--- src/sv/brfo_pkg.sv ---
// Shared types and codes for the byte ring FIFO.
// No dependencies; compile before every other file.
`default_nettype none

package brfo_pkg;

    localparam logic [1:0] OP_WRITE = 2'd0;
    localparam logic [1:0] OP_READ  = 2'd1;
    localparam logic [1:0] OP_CLEAR = 2'd2;

    localparam logic [1:0] KIND_WRITE = 2'd0;
    localparam logic [1:0] KIND_BYTE  = 2'd1;
    localparam logic [1:0] KIND_EMPTY = 2'd2;
    localparam logic [1:0] KIND_CLEAR = 2'd3;

    localparam logic [1:0] WS_STORED = 2'd0;
    localparam logic [1:0] WS_OVER   = 2'd1;
    localparam logic [1:0] WS_DROP   = 2'd2;

    localparam logic POLICY_OVERWRITE = 1'b0;

    localparam int OpW   = 2;
    localparam int ByteW = 8;
    localparam int LenW  = 7;
    localparam int FillW = 11;

    typedef enum logic {
        ST_IDLE,
        ST_READ
    } t_state;

    typedef struct packed {
        logic we;
        logic re;
    } t_ram_ctl;

endpackage

`default_nettype wire

--- src/sv/brfo_if.sv ---
// Valid/ready channel interfaces for request and result words.
// Depends on brfo_pkg.
`default_nettype none

interface brfo_in_if;
    logic                       valid;
    logic                       ready;
    logic [brfo_pkg::OpW-1:0]   op;
    logic [brfo_pkg::ByteW-1:0] data_byte;
    logic                       burst_end;
    logic [brfo_pkg::LenW-1:0]  max_len;

    modport source (output valid, op, data_byte, burst_end, max_len, input ready);
    modport sink   (input valid, op, data_byte, burst_end, max_len, output ready);
endinterface

interface brfo_out_if;
    logic                       valid;
    logic                       ready;
    logic [1:0]                 kind;
    logic [brfo_pkg::ByteW-1:0] read_byte;
    logic [1:0]                 write_status;
    logic                       last;
    logic                       notify;
    logic [brfo_pkg::FillW-1:0] fill_level;

    modport source (output valid, kind, read_byte, write_status, last, notify, fill_level,
                    input ready);
    modport sink   (input valid, kind, read_byte, write_status, last, notify, fill_level,
                    output ready);
endinterface

`default_nettype wire

--- src/sv/brfo_ctrl.sv ---
// Pointer, fill and sequencing logic plus the result register.
// Depends on brfo_pkg and brfo_if; drives the brfo_ram ports.
`default_nettype none

module brfo_ctrl #(
    parameter int DEPTH    = 1024,
    parameter int MAX_READ = 64,
    parameter int AW       = 10
) (
    input  wire                          i_clk,
    input  wire                          i_rst_n,
    input  wire                          i_policy,
    brfo_in_if.sink                      i_in,
    brfo_out_if.source                   o_out,
    output brfo_pkg::t_ram_ctl           o_ram_ctl,
    output logic [AW-1:0]                o_waddr,
    output logic [brfo_pkg::ByteW-1:0]   o_wdata,
    output logic [AW-1:0]                o_raddr,
    input  wire [brfo_pkg::ByteW-1:0]    i_rdata
);

    localparam int FW   = $clog2(DEPTH + 1);
    localparam int CW   = $clog2(MAX_READ + 1);
    localparam int CMPW = (FW > brfo_pkg::LenW) ? FW : brfo_pkg::LenW;
    localparam int FLW  = (FW > brfo_pkg::FillW) ? FW : brfo_pkg::FillW;

    brfo_pkg::t_state r_state, n_state;

    logic [AW-1:0] r_wr_ptr, n_wr_ptr;
    logic [AW-1:0] r_rd_ptr, n_rd_ptr;
    logic [FW-1:0] r_fill, n_fill;
    logic          r_dropped, n_dropped;
    logic [CW-1:0] r_left, n_left;

    logic                       r_ov, n_ov;
    logic [1:0]                 r_kind, n_kind;
    logic [brfo_pkg::ByteW-1:0] r_rbyte, n_rbyte;
    logic [1:0]                 r_status, n_status;
    logic                       r_last, n_last;
    logic                       r_notify, n_notify;
    logic [FW-1:0]              r_flv, n_flv;

    logic                          slot_free, in_ready, acc, load, issue_next, full;
    logic [AW-1:0]                 wr_adv, rd_adv;
    logic [brfo_pkg::LenW-1:0]     len_cap;
    logic [CMPW-1:0]               len_x, fill_x, run_x;
    logic [CW-1:0]                 run;
    logic                          drop_now, dflag;
    logic [FLW-1:0]                flv_x;

    assign slot_free = !r_ov || o_out.ready;
    assign full      = (r_fill == FW'(DEPTH));
    assign wr_adv    = (r_wr_ptr == AW'(DEPTH - 1)) ? '0 : r_wr_ptr + 1'b1;
    assign rd_adv    = (r_rd_ptr == AW'(DEPTH - 1)) ? '0 : r_rd_ptr + 1'b1;

    assign len_cap = (i_in.max_len > brfo_pkg::LenW'(MAX_READ)) ?
                     brfo_pkg::LenW'(MAX_READ) : i_in.max_len;
    assign len_x   = CMPW'(len_cap);
    assign fill_x  = CMPW'(r_fill);
    assign run_x   = (len_x < fill_x) ? len_x : fill_x;
    assign run     = run_x[CW-1:0];

    assign drop_now = full && (i_policy != brfo_pkg::POLICY_OVERWRITE);
    assign dflag    = r_dropped || drop_now;

    // next state
    always_comb begin
        n_state = r_state;
        case (r_state)
            brfo_pkg::ST_IDLE: begin
                if (acc && i_in.op == brfo_pkg::OP_READ && run != '0) begin
                    n_state = brfo_pkg::ST_READ;
                end
            end
            brfo_pkg::ST_READ: begin
                if (load && r_left == '0) begin
                    n_state = brfo_pkg::ST_IDLE;
                end
            end
            default: n_state = brfo_pkg::ST_IDLE;
        endcase
    end

    // state outputs
    always_comb begin
        in_ready   = 1'b0;
        load       = 1'b0;
        issue_next = 1'b0;
        case (r_state)
            brfo_pkg::ST_IDLE: begin
                in_ready = slot_free;
            end
            brfo_pkg::ST_READ: begin
                load       = slot_free;
                issue_next = slot_free && (r_left != '0);
            end
            default: begin
                in_ready = 1'b0;
            end
        endcase
    end

    assign acc         = i_in.valid && in_ready;
    assign i_in.ready  = in_ready;

    assign o_ram_ctl.we = acc && (i_in.op == brfo_pkg::OP_WRITE) && !drop_now;
    assign o_ram_ctl.re = (acc && (i_in.op == brfo_pkg::OP_READ) && (run != '0)) || issue_next;
    assign o_waddr      = r_wr_ptr;
    assign o_wdata      = i_in.data_byte;
    assign o_raddr      = r_rd_ptr;

    // datapath
    always_comb begin
        n_wr_ptr  = r_wr_ptr;
        n_rd_ptr  = r_rd_ptr;
        n_fill    = r_fill;
        n_dropped = r_dropped;
        n_left    = r_left;
        n_ov      = r_ov && !o_out.ready;
        n_kind    = r_kind;
        n_rbyte   = r_rbyte;
        n_status  = r_status;
        n_last    = r_last;
        n_notify  = r_notify;
        n_flv     = r_flv;
        if (acc) begin
            case (i_in.op)
                brfo_pkg::OP_WRITE: begin
                    n_ov     = 1'b1;
                    n_kind   = brfo_pkg::KIND_WRITE;
                    n_rbyte  = '0;
                    n_last   = 1'b1;
                    n_notify = i_in.burst_end && !dflag;
                    n_dropped = i_in.burst_end ? 1'b0 : dflag;
                    if (!full) begin
                        n_wr_ptr = wr_adv;
                        n_fill   = r_fill + 1'b1;
                        n_status = brfo_pkg::WS_STORED;
                    end else if (!drop_now) begin
                        n_wr_ptr = wr_adv;
                        n_rd_ptr = rd_adv;
                        n_status = brfo_pkg::WS_OVER;
                    end else begin
                        n_status = brfo_pkg::WS_DROP;
                    end
                    n_flv = (!full) ? r_fill + 1'b1 : r_fill;
                end
                brfo_pkg::OP_READ: begin
                    if (run == '0) begin
                        n_ov     = 1'b1;
                        n_kind   = brfo_pkg::KIND_EMPTY;
                        n_rbyte  = '0;
                        n_status = brfo_pkg::WS_STORED;
                        n_last   = 1'b1;
                        n_notify = 1'b0;
                        n_flv    = r_fill;
                    end else begin
                        n_rd_ptr = rd_adv;
                        n_fill   = r_fill - 1'b1;
                        n_left   = run - 1'b1;
                    end
                end
                brfo_pkg::OP_CLEAR: begin
                    n_wr_ptr  = '0;
                    n_rd_ptr  = '0;
                    n_fill    = '0;
                    n_dropped = 1'b0;
                    n_ov      = 1'b1;
                    n_kind    = brfo_pkg::KIND_CLEAR;
                    n_rbyte   = '0;
                    n_status  = brfo_pkg::WS_STORED;
                    n_last    = 1'b1;
                    n_notify  = 1'b0;
                    n_flv     = '0;
                end
                default: begin
                    n_ov = r_ov && !o_out.ready;
                end
            endcase
        end
        if (load) begin
            // byte issued on an earlier read strobe; r_fill already counts it out
            n_ov     = 1'b1;
            n_kind   = brfo_pkg::KIND_BYTE;
            n_rbyte  = i_rdata;
            n_status = brfo_pkg::WS_STORED;
            n_last   = (r_left == '0);
            n_notify = 1'b0;
            n_flv    = r_fill;
        end
        if (issue_next) begin
            n_rd_ptr = rd_adv;
            n_fill   = r_fill - 1'b1;
            n_left   = r_left - 1'b1;
        end
    end

    always_ff @(posedge i_clk) begin
        if (!i_rst_n) begin
            r_state   <= brfo_pkg::ST_IDLE;
            r_wr_ptr  <= '0;
            r_rd_ptr  <= '0;
            r_fill    <= '0;
            r_dropped <= 1'b0;
            r_left    <= '0;
            r_ov      <= 1'b0;
        end else begin
            r_state   <= n_state;
            r_wr_ptr  <= n_wr_ptr;
            r_rd_ptr  <= n_rd_ptr;
            r_fill    <= n_fill;
            r_dropped <= n_dropped;
            r_left    <= n_left;
            r_ov      <= n_ov;
        end
    end

    always_ff @(posedge i_clk) begin
        r_kind   <= n_kind;
        r_rbyte  <= n_rbyte;
        r_status <= n_status;
        r_last   <= n_last;
        r_notify <= n_notify;
        r_flv    <= n_flv;
    end

    assign flv_x              = FLW'(r_flv);
    assign o_out.valid        = r_ov;
    assign o_out.kind         = r_kind;
    assign o_out.read_byte    = r_rbyte;
    assign o_out.write_status = r_status;
    assign o_out.last         = r_last;
    assign o_out.notify       = r_notify;
    assign o_out.fill_level   = flv_x[brfo_pkg::FillW-1:0];

    a_fill_bound: assert property (@(posedge i_clk) disable iff (!i_rst_n)
        r_fill <= FW'(DEPTH))
        else $error("fill count above depth");

    a_no_empty_issue: assert property (@(posedge i_clk) disable iff (!i_rst_n)
        (r_state == brfo_pkg::ST_READ && r_left != '0) |-> r_fill != '0)
        else $error("read run outlasts held bytes");

    a_one_port_op: assert property (@(posedge i_clk) disable iff (!i_rst_n)
        !(o_ram_ctl.we && o_ram_ctl.re))
        else $error("store written and read in one cycle");

    a_run_holds_out: assert property (@(posedge i_clk) disable iff (!i_rst_n)
        (r_state == brfo_pkg::ST_READ && !slot_free) |=> $stable(r_rd_ptr))
        else $error("read pointer moved while result stalled");

endmodule

`default_nettype wire

--- src/flat_wrapper.sv ---
// flat-port wrapper written by rule: the top's interface ports become plain ports
module brfo_ctrl_flat 
#(
    parameter int DEPTH    = 1024,
    parameter int MAX_READ = 64,
    parameter int AW       = 10
)
  (i_clk, i_rst_n, i_policy, o_ram_ctl, o_waddr, o_wdata, o_raddr, i_rdata, i_in_valid, i_in_op, i_in_data_byte, i_in_burst_end, i_in_max_len, i_in_ready, o_out_valid, o_out_kind, o_out_read_byte, o_out_write_status, o_out_last, o_out_notify, o_out_fill_level, o_out_ready);
  brfo_in_if i_in_i ();
  brfo_out_if o_out_i ();
  input  wire i_clk;
  input  wire i_rst_n;
  input  wire i_policy;
  output brfo_pkg::t_ram_ctl o_ram_ctl;
  output logic [AW-1:0] o_waddr;
  output logic [brfo_pkg::ByteW-1:0] o_wdata;
  output logic [AW-1:0] o_raddr;
  input  wire [brfo_pkg::ByteW-1:0] i_rdata;
  input wire logic [$bits(i_in_i.valid)-1:0] i_in_valid;
  input wire logic [$bits(i_in_i.op)-1:0] i_in_op;
  input wire logic [$bits(i_in_i.data_byte)-1:0] i_in_data_byte;
  input wire logic [$bits(i_in_i.burst_end)-1:0] i_in_burst_end;
  input wire logic [$bits(i_in_i.max_len)-1:0] i_in_max_len;
  output wire logic [$bits(i_in_i.ready)-1:0] i_in_ready;
  output wire logic [$bits(o_out_i.valid)-1:0] o_out_valid;
  output wire logic [$bits(o_out_i.kind)-1:0] o_out_kind;
  output wire logic [$bits(o_out_i.read_byte)-1:0] o_out_read_byte;
  output wire logic [$bits(o_out_i.write_status)-1:0] o_out_write_status;
  output wire logic [$bits(o_out_i.last)-1:0] o_out_last;
  output wire logic [$bits(o_out_i.notify)-1:0] o_out_notify;
  output wire logic [$bits(o_out_i.fill_level)-1:0] o_out_fill_level;
  input wire logic [$bits(o_out_i.ready)-1:0] o_out_ready;
  assign i_in_i.valid = i_in_valid;
  assign i_in_i.op = i_in_op;
  assign i_in_i.data_byte = i_in_data_byte;
  assign i_in_i.burst_end = i_in_burst_end;
  assign i_in_i.max_len = i_in_max_len;
  assign i_in_ready = i_in_i.ready;
  assign o_out_valid = o_out_i.valid;
  assign o_out_kind = o_out_i.kind;
  assign o_out_read_byte = o_out_i.read_byte;
  assign o_out_write_status = o_out_i.write_status;
  assign o_out_last = o_out_i.last;
  assign o_out_notify = o_out_i.notify;
  assign o_out_fill_level = o_out_i.fill_level;
  assign o_out_i.ready = o_out_ready;
  brfo_ctrl #(.DEPTH(DEPTH), .MAX_READ(MAX_READ), .AW(AW)) u_core (.i_clk(i_clk), .i_rst_n(i_rst_n), .i_policy(i_policy), .i_in(i_in_i), .o_out(o_out_i), .o_ram_ctl(o_ram_ctl), .o_waddr(o_waddr), .o_wdata(o_wdata), .o_raddr(o_raddr), .i_rdata(i_rdata));
endmodule
--- config.mk ---
export PLATFORM = sky130hd
export DESIGN_NAME = brfo_ctrl_flat
export DESIGN_NICKNAME = d
export VERILOG_FILES = /design/src/sv/brfo_pkg.sv /design/src/sv/brfo_if.sv /design/src/sv/brfo_ctrl.sv /design/src/flat_wrapper.sv
export SDC_FILE = /design/constraint.sdc
export NUM_CORES = 1
export LEC_CHECK = 0
export ABC_AREA = 1
export BUFFER_PORTS_ARGS = -buffer_cell sky130_fd_sc_hd__buf_2
export CORE_MARGIN = 4
export CORE_UTILIZATION = 51
export CTS_BUF_LIST = sky130_fd_sc_hd__clkbuf_2 sky130_fd_sc_hd__clkbuf_4 sky130_fd_sc_hd__clkbuf_8
export CTS_CLUSTER_DIAMETER = 100
export CTS_CLUSTER_SIZE = 24
export DETAILED_ROUTE_END_ITERATION = 8
export GPL_ROUTABILITY_DRIVEN = 0
export PLACE_DENSITY = 0.78
export SYNTH_ARGS = -nofsm -noshare
export SYNTH_HDL_FRONTEND = slang
export SYNTH_SLANG_ARGS = --single-unit
--- constraint.sdc ---
create_clock -name i_clk -period 2.27 [get_ports i_clk]
set_input_delay 0.1135 -clock i_clk [delete_from_list [all_inputs] [get_ports i_clk]]
set_output_delay 0.1135 -clock i_clk [all_outputs]
set_load 0.01 [all_outputs]
==> results.json, run 1 <==
{
  "coreArea_um2": 7850,
  "worstSetupPathType": "reg -> out",
  "cp_max_fo": 8,
  "power.density_nw_per_um2": 776,
  "max_freq_ghz": 0.433,
  "violations": "setup timing",
  "p_sw_share_pct": 39.0,
  "finClkSkew_ns": 0.00518,
  "drt-vias-per-instance": 5.48,
  "die-area_um2": 9670,
  "netlist_instances": 585,
  "max-vdd-ir-drop_v": 0.000551,
  "synthTopCellsByCount": "121 x nand2_1, 82 x nor2_1, 65 x inv_1, 46 x dfxtp_1, 43 x nand3_1",
  "die_h_um": 98.3,
  "drc_errors": 0,
  "cap_viol_max_count": 0,
  "postSynthRegisterBits": 66,
  "combinationalPowerShare_pct": 42.0,
  "drt_iter0_drc": 334,
  "vias": 4397,
  "rows": 32,
  "grt_pass1_vias": 4088,
  "setup.worst_path.end_class": "primary output",
  "start_util_pct": 53.0,
  "internal_power_mw": 2.57,
  "synth_area_per_cell_um2": 7.12,
  "clk_latency_ns": 0.35,
  "synth_fp_nets": 631,
  "post-place-ws_ns": -0.167,
  "crit_arrival_ns": 2.19,
  "cts_buffers": 9,
  "min_path_type": "in -> reg",
  "synth_edf_count": 20,
  "start_kind": "flop",
  "ant_nets": 0,
  "io_pins": 88,
  "grt_max_degree": 34,
  "io_buffers": 71,
  "worst_pin_slew_ns": 0.579,
  "hold_buffers": 0,
  "post_synth_num_cell_types": 42,
  "clkTransAtPathRegs_ns": 0.08,
  "num_antenna_cells": 0,
  "slew_violations": 0,
  "drive_above_1_share_pct": 32.1,
  "yosysWarnings": 0,
  "grt-ovfl-total": 0,
  "synth_top_area_share_pct": 22.1,
  "clock_sinks": 66,
  "synth.most_common_cell": "nand2_1",
  "syn_to_final_growth_pct": 30.3,
  "synthTopCellsByArea": "dfxtp_1 22%, edfxtp_1 14%, nand2_1 11%, nor2_1 7.4%, inv_1 5.9%",
  "totalWireLength_um": 11600,
  "die_w_um": 98.3,
  "fin_crit_ns": 2.31,
  "p_switching_mw": 1.64,
  "antenna_found_initial": 0,
  "yosysSeqAreaShare_pct": 36.5,
  "power_frac_seq_pct": 34.6,
  "place_hpwl_um": 7880,
  "h-tree-depth": 3,
  "post-route-util_pct": 69.1,
  "yosysTopAreaCell": "dfxtp_1",
  "cts_root_buf": "clkbuf_8",
  "rsz0062_at_grt": "yes",
  "synthArstFlopShare_pct": 0,
  "cts_max_path_buffers": 2,
  "status": "finished, violations left",
  "pwr-share-clk_pct": 23.4,
  "wire_per_inst_um": 14.4,
  "final.period_utilization_pct": 102,
  "dr.pass1.iters": 6,
  "finalSetupViolations": 3,
  "syn_area_um2": 4160,
  "finalWorstSetupSlack_ns": -0.0369,
  "hold_viol_final": 0,
  "slew_headroom_pct": 61.4,
  "ys.flop_type": "dfxtp_1",
  "crit_required_ns": 2.16,
  "cts_tree": "yes",
  "layout.nets": 742,
  "grt_pass1_wl_um": 18400,
  "grt_usage_pct": 22.7,
  "total_leakage_power_nw": 2.51
}
-- timing repair --
action | CTS | global route
pin swaps | 9 | 26
setup endpoints to repair | 54 | 60
hold endpoints to repair | 0 | 0
gates resized for setup | 15 | 62
buffers inserted | 3 | 4
gates cloned | 1 | 1
-- final cells by class --
type / count / area [um^2]
sequential: 66 / 1530
timing repair buffer: 123 / 772
clock buffer: 9 / 124
clock inverter: 7 / 68.8
tap: 102 / 128
multi-input combinational: 426 / 2530
fill: 626 / 2420
inverter: 70 / 268
-- worst paths after layout --
check / startpoint / end / slack [ns] / cells after the start
worst max-delay path: u_core.fill_x[3]$_SDFFE_PN0P_ / o_ram_ctl[0] / -0.04 / 14
worst min-delay path: i_in_burst_end / u_core.o_out.notify$_SDFFE_PP0P_ / 0.07 / 3
worst max register to register: u_core.fill_x[3]$_SDFFE_PN0P_ / u_core.o_out.write_status[0]$_SDFFE_PP0P_ / -0.01 / 15
worst min register to register: u_core.o_out.kind[1]$_SDFFE_PP0P_ / u_core.o_out.kind[1]$_SDFFE_PP0P_ / 0.49 / 2
-- layer usage --
layer / vias up / wire length, um / global-route usage [%] / share of wire, %
met1: 2003 / 4770 / 27.3 / 41
met2: 199 / 5570 / 39.6 / 48
met3: 35 / 948 / 5.07 / 8.2
li1: 2160 / - / - / -
met5: - / 0 / 0 / 0
met4: 0 / 297 / 8.30 / 2.6
-- cells by family (layout without fill, tap and decap cells) --
group	after synthesis	after routing	share of synthesized area [%]
DFF	66	66	36.5
muxes	1	1	0.240
xor gates and xnor gates	11	11	2.31
adders and majority gates	15	15	4.51
and+or+nand+nor	289	290	31.4
AOI/OAI and AO/OA	108	109	14.9
buffers and inverters	95	209	10.1
-- power groups by stage --
stage	logic, mW	clock network [mW]	registers [mW]
after CTS	1.49	0.997	1.45
final	1.77	0.986	1.46
after detailed placement	1.40	0	1.47
after floorplan	0.938	0	1.51
after global routing	1.93	1.05	1.47
after global placement	1.36	0	1.47
-- flip-flops by register name, indices dropped and copies added (netlist names) --
register and count:
u_core.o_out.read_byte 8, u_core.r_state 1, u_core.o_out.write_status 2, u_core.fill_x 11, u_core.r_left 7, u_core.o_raddr 10
u_core.o_out.notify 1, u_core.r_dropped 1, u_core.o_out.last 1, u_core.o_out.kind 2, u_core.o_out.valid 1, u_core.o_waddr 10
u_core.o_out.fill_level 11
-- through the flow --
stage	area [um^2]	cells	hold WS [ns]	total power, mW	setup TNS, ns
floorplan	4190	585	0.266	2.45	0
finish	5420	803	0.0659	4.21	-0.0502
detailed placement	4860	778	0.227	2.87	-6.50
global placement	4860	778	0.227	2.82	-2.03
CTS	5170	798	0.0619	3.93	-1.24
global route	5420	803	0.0580	4.46	-4.95
-- critical path, stage by stage (launching register included) --
cell and delay, ns:
dfxtp_2 0.33, inv_1 0.05, ha_1 0.28, nand4_1 0.14, nor2_4 0.13, nand2_4 0.10, nand2_8 0.10, nand2_2 0.07
nand2_2 0.10, nand2_2 0.07, nor2_4 0.12, nand2_2 0.09, nand3_4 0.08, nand2_4 0.06, buf_6 0.12
-- cell usage in the layout, fill, tap and decap left out, types with 5 or more instances in the layout --
cell type   n
edfxtp_1   20
clkbuf_8    9
nor2_1     76
nor2_4      6
nand3_1    38
ha_4        5
nand2_4     5
o21ai_1    10
ha_1        9
buf_2      70
xor2_1     10
nand3_2    10
o21ai_0    24
nand4_1     7
o22ai_1    15
a21oi_1    34
dfxtp_1    40
nand2_1    98
nand2_2    24
dfxtp_2     6
inv_1      62
buf_4      49
nand3b_1    5
Power figures use the tool's default switching activity.
==> run 2, diff against run 1 <==
--- a/config.mk
+++ b/config.mk
@@ -15,6 +15,7 @@
 export DETAILED_ROUTE_END_ITERATION = 8
 export GPL_ROUTABILITY_DRIVEN = 0
 export PLACE_DENSITY = 0.78
+export RECOVER_POWER = 50
 export SYNTH_ARGS = -nofsm -noshare
 export SYNTH_HDL_FRONTEND = slang
 export SYNTH_SLANG_ARGS = --single-unit
==> run 2 against run 1 <==
The flow still finishes with violations (setup timing). Critical path depth is the same. Global-route usage unchanged. Power is 0.37% lower. Via count grew 0.50%. Clock skew is essentially flat. Die area unchanged. Non-clock buffer count did not move. Clock power is essentially flat. Worst hold slack better by 0.00088 ns. Fmax grew 0.21%. Sequential power about the same. Final cell count stayed put.
==> results.json, run 2 (synthesized netlist as in run 1, its figures left out) <==
{
  "grt_pass1_vias": 4088,
  "min_path_type": "in -> reg",
  "multiInputGateArea_um2": 2530,
  "combinationalPowerShare_pct": 41.7,
  "violations": "setup timing",
  "final_cell_mix": "98 x nand2_1, 76 x nor2_1, 62 x inv_1",
  "status": "finished, violations left",
  "die_w_um": 98.3,
  "grt_pass1_wl_um": 18400,
  "cap_viol_max_count": 0,
  "r2r_cells": 15,
  "cts_buffers": 9,
  "internal_power_mw": 2.55,
  "fin_crit_ns": 2.30,
  "clkTransAtPathRegs_ns": 0.07,
  "hold_ws_ns": 0.0668,
  "drc_errors": 0,
  "setup.worst_path.end_class": "primary output",
  "worstSetupEndpoint": "o_ram_ctl[0]",
  "final.period_utilization_pct": 101,
  "final_cells": 803,
  "finalSetupViolations": 2,
  "h-tree-depth": 3,
  "final_common_cell": "nand2_1",
  "finClkSkew_ns": 0.00468,
  "clock_sinks": 66,
  "hold_viol_final": 0,
  "grt-ovfl-total": 0,
  "finalWorstSetupSlack_ns": -0.0320,
  "slew_headroom_pct": 61.4,
  "syn_to_final_growth_pct": 29.2,
  "reg2reg_to": "u_core.o_out.write_status[0]$_SDFFE_PP0P_",
  "max-vdd-ir-drop_v": 0.000551,
  "cts_root_buf": "clkbuf_8",
  "io_pins": 88,
  "critical_path.startpoint": "u_core.fill_x[3]$_SDFFE_PN0P_",
  "crit_arrival_ns": 2.19,
  "hold_start": "i_in_burst_end",
  "rows": 32,
  "cp_max_fo": 8,
  "vias": 4419,
  "wire_per_inst_um": 14.4,
  "worst_pin_slew_ns": 0.579,
  "dp_cells": 778,
  "place_hpwl_um": 7880,
  "grt_max_degree": 34,
  "die-area_um2": 9670,
  "num_antenna_cells": 0,
  "clk_latency_ns": 0.35,
  "ant_nets": 0,
  "total_leakage_power_nw": 2.38,
  "coreArea_um2": 7850,
  "start_util_pct": 53.0,
  "drive_above_1_share_pct": 27.0,
  "power_frac_seq_pct": 34.8,
  "start_kind": "flop",
  "p_sw_share_pct": 39.2,
  "pwr-share-clk_pct": 23.5,
  "grt_usage_pct": 22.7,
  "r2r_start": "u_core.fill_x[3]$_SDFFE_PN0P_",
  "drt_iter0_drc": 316,
  "rsz0062_at_grt": "yes",
  "layout.nets": 742,
  "power.density_nw_per_um2": 779,
  "crit_required_ns": 2.16,
  "die_h_um": 98.3,
  "antenna_found_initial": 0,
  "drt-vias-per-instance": 5.50,
  "r2r_setup_slack_ns": -0.01,
  "totalWireLength_um": 11600,
  "post-route-util_pct": 68.5,
  "fillers": 646,
  "cts_tree": "yes",
  "dr.pass1.iters": 7,
  "p_switching_mw": 1.64,
  "max_freq_ghz": 0.434,
  "worstSetupPathType": "reg -> out",
  "cts_max_path_buffers": 2,
  "regArea_um2": 1530,
  "io_buffers": 71,
  "slew_violations": 0
}
-- run 2: changes by cell type in the layout (fill, tap and decap cells not counted) --
cell,previous run,this run
buf_2,70,34
clkbuf_1,0,36
-- run 2: through the flow --
stage	setup WS, ns	cell area, um^2	total power, mW	setup TNS, ns
3_3_place_gp	-0.101	4860	2.82	-2.03
3_5_place_dp	-0.167	4860	2.87	-6.50
4_1_cts	-0.0909	5170	3.93	-1.24
5_1_grt	-0.147	5380	4.44	-4.95
6_report	-0.0320	5380	4.19	-0.0408
2_1_floorplan	0.00661	4190	2.45	0
-- run 2: cell type report --
cell class | instances | share of cell area (%)
Multi-Input combinational cell | 426 | 47.1
Sequential cell | 66 | 28.4
Timing Repair Buffer | 123 | 13.5
Inverter | 70 | 4.98
Tap cell | 102 | 2.37
Clock buffer | 9 | 2.30
Clock inverter | 7 | 1.28
-- run 2: worst min path at each step --
stage / to / slack (ns) / depth (start not counted)
6_report: u_core.o_out.notify$_SDFFE_PP0P_ / 0.07 / 3
5_1_grt: u_core.o_out.notify$_SDFFE_PP0P_ / 0.06 / 3
4_1_cts: u_core.o_out.notify$_SDFFE_PP0P_ / 0.06 / 3
3_5_place_dp: o_wdata[1] / 0.23 / 0
3_3_place_gp: o_wdata[1] / 0.23 / 0
2_1_floorplan: u_core.o_waddr[5]$_SDFFE_PN0P_ / 0.27 / 1
-- run 2: per-layer routing --
| metal | part of all wire, % | vias up | track usage [%] |
|---|---|---|---|
| met1 | 42 | 2012 | 27.3 |
| li1 | - | 2162 | - |
| met3 | 8.1 | 38 | 5.07 |
| met5 | 0 | - | 0 |
| met4 | 2.6 | 0 | 8.30 |
| met2 | 48 | 207 | 39.6 |
-- run 2: what timing repair did --
item | 4_1_cts | 5_1_grt
setup buffers | 3 | 4
hold buffers | 0 | 0
pin swaps | 9 | 26
endpoints found under the setup margin | 54 | 60
cloned | 1 | 1
resized for setup | 15 | 62
-- run 2: worst max-delay path: stages (launching register included) --
cell	delay (ns)
dfxtp_2	0.33
inv_1	0.05
ha_1	0.28
nand4_1	0.14
nor2_4	0.13
nand2_4	0.10
nand2_8	0.10
nand2_2	0.07
nand2_2	0.09
nand2_2	0.07
nor2_4	0.12
nand2_2	0.09
nand3_4	0.08
nand2_4	0.06
buf_6	0.12
-- run 2: power groups by stage --
stage / combinational (mW) / sequential, mW / clock (mW)
2_1_floorplan: 0.938 / 1.51 / 0
3_3_place_gp: 1.36 / 1.47 / 0
3_5_place_dp: 1.40 / 1.47 / 0
4_1_cts: 1.49 / 1.45 / 0.997
5_1_grt: 1.92 / 1.48 / 1.05
6_report: 1.75 / 1.46 / 0.984
